File: src/hdl/sbrc_pkg.sv
`timescale 1ns / 1ps

package sbrc_pkg;

  localparam int MAX_PINS = 64;
  localparam int NET_CAP  = MAX_PINS / 2;

  localparam int PIN_W   = 7;
  localparam int DEPTH_W = $clog2(MAX_PINS + 1);
  localparam int ADDR_W  = $clog2(MAX_PINS);
  localparam int NET_AW  = $clog2(NET_CAP);
  localparam int NCNT_W  = $clog2(NET_CAP + 1);

  localparam logic OP_LOAD  = 1'b0;
  localparam logic OP_CHECK = 1'b1;

  typedef struct packed {
    logic [PIN_W-1:0] pin_a;
    logic [PIN_W-1:0] pin_b;
  } net_t;

  typedef enum logic [4:0] {
    ST_IDLE  = 5'b00001,
    ST_STEP  = 5'b00010,
    ST_SCAN  = 5'b00100,
    ST_FETCH = 5'b01000,
    ST_TOPLD = 5'b10000
  } state_e;

  function automatic logic net_pairs(net_t net, logic [PIN_W-1:0] top,
                                     logic [PIN_W-1:0] cur);
    return ((net.pin_a == top) && (net.pin_b == cur)) ||
           ((net.pin_a == cur) && (net.pin_b == top));
  endfunction

endpackage

File: src/hdl/switch_box_routability_check_core.sv
`timescale 1ns / 1ps

// Switch-box routability checker. A word with op set to load appends one net,
// a pair of pin numbers, to a table of up to MAX_PINS/2 nets; loads past a
// full table are dropped. A word with op set to check walks the pins 1 to
// pin_count (capped at MAX_PINS) with a pin stack and returns one word whose
// routable bit is set when the stack ends empty. The check is run by a small
// sequencer around a single net comparator that scans the table one entry
// per cycle. A pin that meets an empty stack is pushed directly; otherwise the
// table is scanned in full and the pin is pushed if no net pairs it with the
// stack top, or the scan stops at the hit and the top is popped, with the new
// top re-read from the stack memory when the stack is not empty after the
// pop. The input stalls for the whole check. The result sits in an output
// register, and a finished check waits only if an earlier result has not
// yet been taken.
module switch_box_routability_check_core
  import sbrc_pkg::*;
(
  input  logic             clk_i,
  input  logic             rst_ni,
  input  logic             cfg_we_i,
  input  logic [PIN_W-1:0] cfg_data_i,
  input  logic             in_valid_i,
  output logic             in_stall_o,
  input  logic             op_i,
  input  logic [PIN_W-1:0] pin_a_i,
  input  logic [PIN_W-1:0] pin_b_i,
  output logic             out_valid_o,
  input  logic             out_stall_i,
  output logic             routable_o
);

  state_e              state_q, state_d;
  logic [PIN_W-1:0]    pin_count_q;
  logic [NCNT_W-1:0]   nets_loaded_q, nets_loaded_d;
  logic [DEPTH_W-1:0]  depth_q, depth_d;
  logic [PIN_W-1:0]    pin_q, pin_d;
  logic [PIN_W-1:0]    last_q, last_d;
  logic [PIN_W-1:0]    top_q, top_d;
  logic [NCNT_W-1:0]   idx_q, idx_d;
  logic                cmp_vld_q, cmp_vld_d;
  logic                out_valid_q, out_valid_d;
  logic                routable_q, routable_d;

  net_t                net_mem [NET_CAP];
  net_t                tbl_rd_q;
  logic                tbl_we;
  logic [PIN_W-1:0]    stk_mem [MAX_PINS];
  logic [PIN_W-1:0]    stk_rd_q;
  logic                stk_we;
  logic [ADDR_W-1:0]   stk_rd_addr;

  logic                in_acc;
  logic                out_free;
  logic                hit;

  assign in_acc      = in_valid_i && !in_stall_o;
  assign out_free    = !out_valid_q || !out_stall_i;
  assign in_stall_o  = (state_q != ST_IDLE);
  assign out_valid_o = out_valid_q;
  assign routable_o  = routable_q;
  assign stk_rd_addr = ADDR_W'(depth_q - DEPTH_W'(1));
  assign hit         = cmp_vld_q && net_pairs(tbl_rd_q, top_q, pin_q);

  always_comb begin
    state_d       = state_q;
    nets_loaded_d = nets_loaded_q;
    depth_d       = depth_q;
    pin_d         = pin_q;
    last_d        = last_q;
    top_d         = top_q;
    idx_d         = idx_q;
    cmp_vld_d     = 1'b0;
    out_valid_d   = out_valid_q && out_stall_i;
    routable_d    = routable_q;
    tbl_we        = 1'b0;
    stk_we        = 1'b0;
    case (state_q)
      ST_IDLE: begin
        if (in_acc) begin
          if (op_i == OP_LOAD) begin
            if (nets_loaded_q < NCNT_W'(NET_CAP)) begin
              tbl_we        = 1'b1;
              nets_loaded_d = nets_loaded_q + NCNT_W'(1);
            end
          end else begin
            depth_d = '0;
            pin_d   = PIN_W'(1);
            last_d  = (pin_count_q > PIN_W'(MAX_PINS)) ? PIN_W'(MAX_PINS) : pin_count_q;
            state_d = ST_STEP;
          end
        end
      end
      ST_STEP: begin
        if (pin_q > last_q) begin
          if (out_free) begin
            out_valid_d = 1'b1;
            routable_d  = (depth_q == '0);
            state_d     = ST_IDLE;
          end
        end else if (depth_q == '0) begin
          stk_we  = 1'b1;
          depth_d = DEPTH_W'(1);
          top_d   = pin_q;
          pin_d   = pin_q + PIN_W'(1);
        end else begin
          idx_d   = '0;
          state_d = ST_SCAN;
        end
      end
      ST_SCAN: begin
        if (idx_q < nets_loaded_q) begin
          idx_d     = idx_q + NCNT_W'(1);
          cmp_vld_d = 1'b1;
        end
        if (hit) begin
          depth_d   = depth_q - DEPTH_W'(1);
          pin_d     = pin_q + PIN_W'(1);
          cmp_vld_d = 1'b0;
          state_d   = (depth_q == DEPTH_W'(1)) ? ST_STEP : ST_FETCH;
        end else if (!cmp_vld_q && (idx_q >= nets_loaded_q)) begin
          if (depth_q < DEPTH_W'(MAX_PINS)) begin
            stk_we  = 1'b1;
            depth_d = depth_q + DEPTH_W'(1);
            top_d   = pin_q;
          end
          pin_d   = pin_q + PIN_W'(1);
          state_d = ST_STEP;
        end
      end
      ST_FETCH: begin
        state_d = ST_TOPLD;
      end
      ST_TOPLD: begin
        top_d   = stk_rd_q;
        state_d = ST_STEP;
      end
      default: begin
        state_d = ST_IDLE;
      end
    endcase
  end

  always_ff @(posedge clk_i or negedge rst_ni) begin
    if (!rst_ni) begin
      state_q       <= ST_IDLE;
      pin_count_q   <= '0;
      nets_loaded_q <= '0;
      depth_q       <= '0;
      pin_q         <= '0;
      last_q        <= '0;
      idx_q         <= '0;
      cmp_vld_q     <= 1'b0;
      out_valid_q   <= 1'b0;
    end else begin
      state_q       <= state_d;
      nets_loaded_q <= nets_loaded_d;
      depth_q       <= depth_d;
      pin_q         <= pin_d;
      last_q        <= last_d;
      idx_q         <= idx_d;
      cmp_vld_q     <= cmp_vld_d;
      out_valid_q   <= out_valid_d;
      if (cfg_we_i) begin
        pin_count_q <= cfg_data_i;
      end
    end
  end

  always_ff @(posedge clk_i) begin
    top_q      <= top_d;
    routable_q <= routable_d;
  end

  always_ff @(posedge clk_i) begin
    if (tbl_we) begin
      net_mem[nets_loaded_q[NET_AW-1:0]] <= '{pin_a: pin_a_i, pin_b: pin_b_i};
    end
    tbl_rd_q <= net_mem[idx_q[NET_AW-1:0]];
  end

  always_ff @(posedge clk_i) begin
    if (stk_we) begin
      stk_mem[depth_q[ADDR_W-1:0]] <= pin_q;
    end
    stk_rd_q <= stk_mem[stk_rd_addr];
  end

endmodule

File: config.mk
export PLATFORM = sky130hd
export DESIGN_NAME = switch_box_routability_check_core
export DESIGN_NICKNAME = d
export VERILOG_FILES = /design/src/hdl/sbrc_pkg.sv /design/src/hdl/switch_box_routability_check_core.sv
export SDC_FILE = /design/constraint.sdc
export NUM_CORES = 1
export LEC_CHECK = 0
export BUFFER_PORTS_ARGS = -buffer_cell sky130_fd_sc_hd__buf_4
export CAP_MARGIN = 10
export CELL_PAD_IN_SITES_DETAIL_PLACEMENT = 1
export CELL_PAD_IN_SITES_GLOBAL_PLACEMENT = 1
export CORE_AREA = 5 5 311 237
export CTS_BUF_LIST = sky130_fd_sc_hd__clkbuf_4
export CTS_CLUSTER_DIAMETER = 80
export DETAILED_ROUTE_END_ITERATION = 8
export DIE_AREA = 0 0 316 242
export PLACE_DENSITY_LB_ADDON = 0.1
export SKIP_LAST_GASP = 1
export SYNTH_ARGS = -nofsm -noshare
export SYNTH_HDL_FRONTEND = slang
export SYNTH_SLANG_ARGS = --single-unit
File: constraint.sdc
create_clock -name clk_i -period 4.31 [get_ports clk_i]
set_input_delay 0.431 -clock clk_i [delete_from_list [all_inputs] [get_ports clk_i]]
set_output_delay 0.431 -clock clk_i [all_outputs]
set_load 0.05 [all_outputs]
Word level (Yosys, flattened, before mapping):

Memory sizes are Yosys's and may differ from the RTL's. A register that Yosys moved wholly into a read port is not among the register bits.
Cells that the tools add are included.

* flip-flop bits (word level): 55
* RAM bits: 896
* bits of input ports: 27
* output and inout port bits: 3
* memories kept: 2

Memory list
* net_mem: depth 32, width 14, read ports 1, clocked after Yosys merged registers in 1, write ports 1, line switch_box_routability_check_core.sv:45 `net_t net_mem [NET_CAP];`
* stk_mem: depth 64, width 7, read ports 1, clocked after Yosys merged registers in 1, write ports 1, line switch_box_routability_check_core.sv:48 `logic [PIN_W-1:0] stk_mem [MAX_PINS];`

* add/sub/neg operators: 5
* magnitude comparators: 6
* equality and inequality tests: 24
* multiplexer cells: 55
* bitwise operators: 1
* reduce and logical (&&, ||, !) cells: 24

Operator list (number)
* $mux W7: 19
* $pmux W7 S3: 3
* $mux W5: 7
* $eq A7 B7 Y1: 4
* $pmux W5 S5: 1
* $mux W1: 19
* $mux W6: 3
* $ne A2 B2 Y1 const B: 9
* $add A7 B1 Y7 const B: 2
* $add A6 B1 Y6 const B: 2
* $ne A3 B3 Y1 const B: 4
* $pmux W6 S2: 1
* $reduce_and A6 Y1: 2
* $reduce_and A4 Y1: 2
* $eq A7 B1 Y1 const B: 1
* $gt A7 B7 Y1: 1
* $gt A7 B7 Y1 const B: 1
* $logic_not A7 Y1: 1
* $lt A7 B7 Y1 const B: 1
* $reduce_and A7 Y1: 1
* $sub A7 B1 Y7 const B: 1
* $ge A6 B6 Y1: 1
* $logic_and A1 B1 Y1: 6
* $lt A6 B6 Y1: 1
* other kinds (16): 22

Logic depth before layout (Yosys ltp):

* depth after elaboration: 8
* mapped depth: 14

Least setup slack after synthesis:

OpenSTA, ideal clock, no wires.

* kind: flip-flop to flip-flop
* from: reg pin_q[0]
* to: mem stk_mem[31][0], enable pin
* setup time: 380 ps
* arrival: 3581 ps
* data required time: 3930 ps
* slack: 349 ps
* cell stages (with the launch flop): 12
* buffers on the path: 2
* period minus slack after synthesis: 3961 ps
* cells stage by stage: dfrtp_1 inv_1 ha_1 nand3_1 or2_2 o21ai_1 nand2b_1 o21a_1 clkbuf_1 or2_2 clkbuf_1 nor3_1

* cells in the longest elaborated chain, start to end: 8

Ends and longest elaborated chain
* start: declaration: line switch_box_routability_check_core.sv:37 `logic [PIN_W-1:0] pin_q, pin_d;`
* start signal: assignment: line switch_box_routability_check_core.sv:159 `pin_q <= pin_d;`
* branches (longest 5 deep; another with $gt A7 B7 Y1)
* $pmux W1 S2 (*): line switch_box_routability_check_core.sv:78 `case (state_q)`
* $mux W1 (*): line switch_box_routability_check_core.sv:183 `if (stk_we) begin`
* $mux W1 (implied by the code) (*): line switch_box_routability_check_core.sv:184 `stk_mem[depth_q[ADDR_W-1:0]] <= pin_q;`
* end: declaration: line switch_box_routability_check_core.sv:48

Mark *: on every way between the ends.

Final worst setup path:

* from: reg nets_loaded_q[4]
* to: mem stk_mem[25][5], enable pin

* cells in the longest elaborated chain, start to end: 7

Ends and longest elaborated chain
* start: declaration: line switch_box_routability_check_core.sv:35 `logic [NCNT_W-1:0] nets_loaded_q, nets_loaded_d;`
* start signal: assignment: line switch_box_routability_check_core.sv:157 `nets_loaded_q <= nets_loaded_d;`
* $ge A6 B6 Y1: line switch_box_routability_check_core.sv:121 `end else if (!cmp_vld_q && (idx_q >= nets_loaded_q)) begin`
* $logic_and A1 B1 Y1: line switch_box_routability_check_core.sv:121
* $mux W1: line switch_box_routability_check_core.sv:121
* $mux W1: line switch_box_routability_check_core.sv:116 `if (hit) begin`
* $pmux W1 S2: line switch_box_routability_check_core.sv:78
* $mux W1: line switch_box_routability_check_core.sv:183
* $mux W1 (implied by the code): line switch_box_routability_check_core.sv:184

No other way between the ends.

==> load_flow_metrics.sql <==
INSERT INTO impl_metrics (metric_group, metric, value, unit) VALUES
('outcome', 'run_status', 'finished clean', ''),
('synth', 'post_synth_main_area_contributors', 'sky130_fd_sc_hd__edfxtp_1, sky130_fd_sc_hd__mux4_2, sky130_fd_sc_hd__dfrtp_1, sky130_fd_sc_hd__dfxtp_1, sky130_fd_sc_hd__mux2_2', ''),
('setup_path', 'critPathBufInv', '2', ''),
('synth', 'netlist.area_leader.share', '70.81', '%'),
('power_and_ir_drop', 'vdd_drop_max', '413.3', 'µV'),
('floorplanning', 'ios', '30', ''),
('sta', 'drv_slew', '0', ''),
('finish', 'final_layout_size_suffix_gt1_share', '37.38', '%'),
('placed_design', 'io_buffers', '29', ''),
('setup_path', 'worstReg2RegStart', 'nets_loaded_q[4]$_DFFE_PN0P_', ''),
('setup_path', 'r2r_endpoint', 'stk_mem[25][5]$_DFFE_PP_', ''),
('setup_path', 'crit_arrival', '4460', 'ps'),
('synth', 'syn_area', '0.03834', 'mm²'),
('grt', 'global_route_total_overflow', '0', ''),
('setup_path', 'cp-start-kind', 'flip-flop', ''),
('drt', 'via_count', '19589', ''),
('drt', 'drt_iter0_drc', '1992', ''),
('floorplanning', 'chipHeight', '242', 'µm'),
('setup_path', 'timing.reg2reg.setup_slack', '500', 'ps'),
('hold_path', 'hold_path_depth', '3', ''),
('clock_network', 'cts.clk_slew.worst_paths', '70', 'ps'),
('grt', 'first_global_vias', '20634', ''),
('drt', 'detail_route.wl_per_cell', '28.74', 'µm'),
('finish', 'fillers', '6022', ''),
('hold_path', 'worst_hold_path_type', 'in2reg', ''),
('sta', 'worst_slew_pin_slew', '1165', 'ps'),
('sta', 'report.final.setup_viol', '0', ''),
('finish', 'final_cells', '3236', ''),
('sta', 'rsz_0062_raised_after_global_routing', 'no', ''),
('hold_path', 'min_from', 'cfg_we_i', ''),
('floorplanning', 'num_rows', '85', ''),
('sta', 'hold_viol_final', '0', ''),
('grt', 'groute.layer.met2.usage', '34.73', '%'),
('setup_path', 'timing.critical_path.required', '4970', 'ps'),
('setup_path', 'max_stage_delay', '530', 'ps'),
('clock_network', 'clk_path_buf_depth', '3', ''),
('setup_path', 'cpMaxStageDelayCell', 'sky130_fd_sc_hd__or3_1', ''),
('synth', 'postSynth.asyncResetShare', '4.835', '%'),
('sta', 'final.setup.tns', '0', 'ps'),
('grt', 'grt_max_degree', '92', ''),
('power_and_ir_drop', 'power.static_leakage', '14.19', 'nW'),
('setup_path', 'timing.critical_path.fanout_max', '23', ''),
('sta', 'finalCritPeriodShare', '88.34', '%'),
('drt', 'viasPerCell', '6.053', ''),
('setup_path', 'worst_path_dominant_cell_family', 'simple AND/OR/NAND/NOR gates', ''),
('floorplanning', 'die_w', '316', 'µm'),
('grt', 'grt_busiest_layer', 'met1', ''),
('setup_path', 'worst-setup-path-type', 'reg2reg', ''),
('grt', 'antenna_found_initial', '3', ''),
('synth', 'postSynthRegisterBits', '972', ''),
('drt', 'drcViolationCount', '0', ''),
('clock_network', 'clock-root-buffer', 'sky130_fd_sc_hd__clkbuf_4', ''),
('setup_path', 'r2r.worst_path.cells', '10', ''),
('clock_network', 'cts_htree_levels', '4', ''),
('clock_network', 'tritoncts', 'done', ''),
('sta', 'timing.clock.skew', '53.51', 'ps'),
('synth', 'synthesis.instances', '1784', ''),
('finish', 'final_net_count', '2139', ''),
('clock_network', 'cts-buffers-inserted', '224', ''),
('grt', 'grt.total_usage', '24.84', '%'),
('synth', 'synth-edff-count', '904', ''),
('placed_design', 'dp.cells', '2783', ''),
('hold_path', 'holdPathEnd', 'pin_count_q[2]$_DFFE_PN0P_', ''),
('synth', 'synth_cell_types', '51', ''),
('grt', 'global_route.usage.met1', '38.90', '%'),
('finish', 'sequential_cell_area', '0.02877', 'mm²'),
('synth', 'yosysWarningCount', '0', ''),
('drt', 'drt_first_pass_iters', '5', ''),
('synth', 'primary_flip_flop_cell_chosen_by_synthesis_mapping', 'sky130_fd_sc_hd__edfxtp_1', ''),
('floorplanning', 'floorplan.initialDensity', '54.21', '%'),
('clock_network', 'clock_insertion_delay_at_the_later_pin_of_the_skew_report', '1060', 'ps');
## cell usage in the layout, fill, tap and decap left out, types with 7 or more instances in the layout
cell / count
sky130_fd_sc_hd__edfxtp_1: 904
sky130_fd_sc_hd__clkbuf_4: 333
sky130_fd_sc_hd__mux4_2: 287
sky130_fd_sc_hd__buf_4: 129
sky130_fd_sc_hd__nor2_1: 61
sky130_fd_sc_hd__clkinv_1: 54
sky130_fd_sc_hd__nor3_1: 49
sky130_fd_sc_hd__nand2_1: 37
sky130_fd_sc_hd__dfrtp_1: 34
sky130_fd_sc_hd__dlygate4sd3_1: 34
sky130_fd_sc_hd__mux2_2: 32
sky130_fd_sc_hd__xor2_1: 32
sky130_fd_sc_hd__o21ai_0: 28
sky130_fd_sc_hd__nand3_1: 24
sky130_fd_sc_hd__ha_1: 22
sky130_fd_sc_hd__dfxtp_1: 21
sky130_fd_sc_hd__inv_1: 19
sky130_fd_sc_hd__a21oi_1: 17
sky130_fd_sc_hd__nand2b_1: 14
sky130_fd_sc_hd__nor2_2: 14
sky130_fd_sc_hd__dfrtp_2: 9
sky130_fd_sc_hd__diode_2: 8
sky130_fd_sc_hd__xnor2_1: 8
sky130_fd_sc_hd__clkinv_2: 8
sky130_fd_sc_hd__nand4_1: 7
sky130_fd_sc_hd__nor4_1: 7
## tightest hold or removal path: stages
cell and delay, ps:
sky130_fd_sc_hd__buf_4 130, sky130_fd_sc_hd__mux2_2 160, sky130_fd_sc_hd__dlygate4sd3_1 540
## metrics by stage
step	setup slack, ps	utilization [%]	hold slack, ps	area, µm²	power [mW]
after floorplan	349.1	-	135.4	38340	15.22
after global placement	746.8	56.95	476.4	40280	17.11
after detailed placement	519.7	56.95	475.1	40280	17.18
after CTS	543.2	61.57	101.0	43540	24.56
after global routing	283.4	61.60	159.4	43560	25.53
final	502.5	61.61	247.2	43570	24.32
## state kept, by name, indices dropped and copies added (netlist names)
name           cells
routable_o         1
cmp_vld_q          1
stk_mem          448
depth_q            7
tbl_rd_q          14
pin_q              7
last_q             7
top_q              7
net_mem          448
state_q            5
pin_count_q        7
idx_q              6
out_valid_o        1
stk_rd_q           7
nets_loaded_q      6
## what timing repair did
item,CTS,global route
resized for setup,0,0
hold endpoints to repair,518,0
hold buffers,35,0
## cells by family after synthesis
kind of cell               share of synthesized area [%]
DFF                                                74.98
xor gates and xnor gates                          0.9791
muxes                                              17.88
buffers and inverters                              1.240
AOI/OAI and AO/OA                                  1.103
adders and majority gates                         0.7507
and+or+nand+nor                                    3.071
## cell type report
cell class	instances	share of cell area (%)
Tap cell	957	2.748
Inverter	20	0.1723
Antenna cell	8	0.04595
Clock buffer	333	5.737
Clock inverter	75	0.9132
Timing Repair Buffer	170	3.274
Multi-Input combinational cell	701	21.09
Sequential cell	972	66.02
## how the worst max path moves through the flow
stage	from	end	slack [ps]	cells past startpoint
2_1_floorplan	pin_q[0]$_DFFE_PN0P_	stk_mem[31][0]$_DFFE_PP_	350	11
3_3_place_gp	nets_loaded_q[4]$_DFFE_PN0P_	stk_mem[30][5]$_DFFE_PP_	750	10
3_5_place_dp	nets_loaded_q[4]$_DFFE_PN0P_	stk_mem[30][0]$_DFFE_PP_	520	10
4_1_cts	nets_loaded_q[4]$_DFFE_PN0P_	stk_mem[30][3]$_DFFE_PP_	540	10
5_1_grt	nets_loaded_q[4]$_DFFE_PN0P_	stk_mem[25][1]$_DFFE_PP_	280	10
6_report	nets_loaded_q[4]$_DFFE_PN0P_	stk_mem[25][5]$_DFFE_PP_	500	10
## report_power, final
part / switching [mW] / leakage, nW / total [mW] / internal (mW)
combinational: 3.27 / 3.49 / 6.09 / 2.82
sequential: 0.208 / 8.97 / 10.9 / 10.7
clock: 3.59 / 1.73 / 7.31 / 3.72
total: 7.07 / 14.2 / 24.3 / 17.3
## routing by layer
metal  wire [µm]  share of wire (%)
met1       41860                 45
met2       41410                 45
met3        8610                9.3
met4        1110                1.2
met5           0                  0
(Power assumes the default switching activity.)
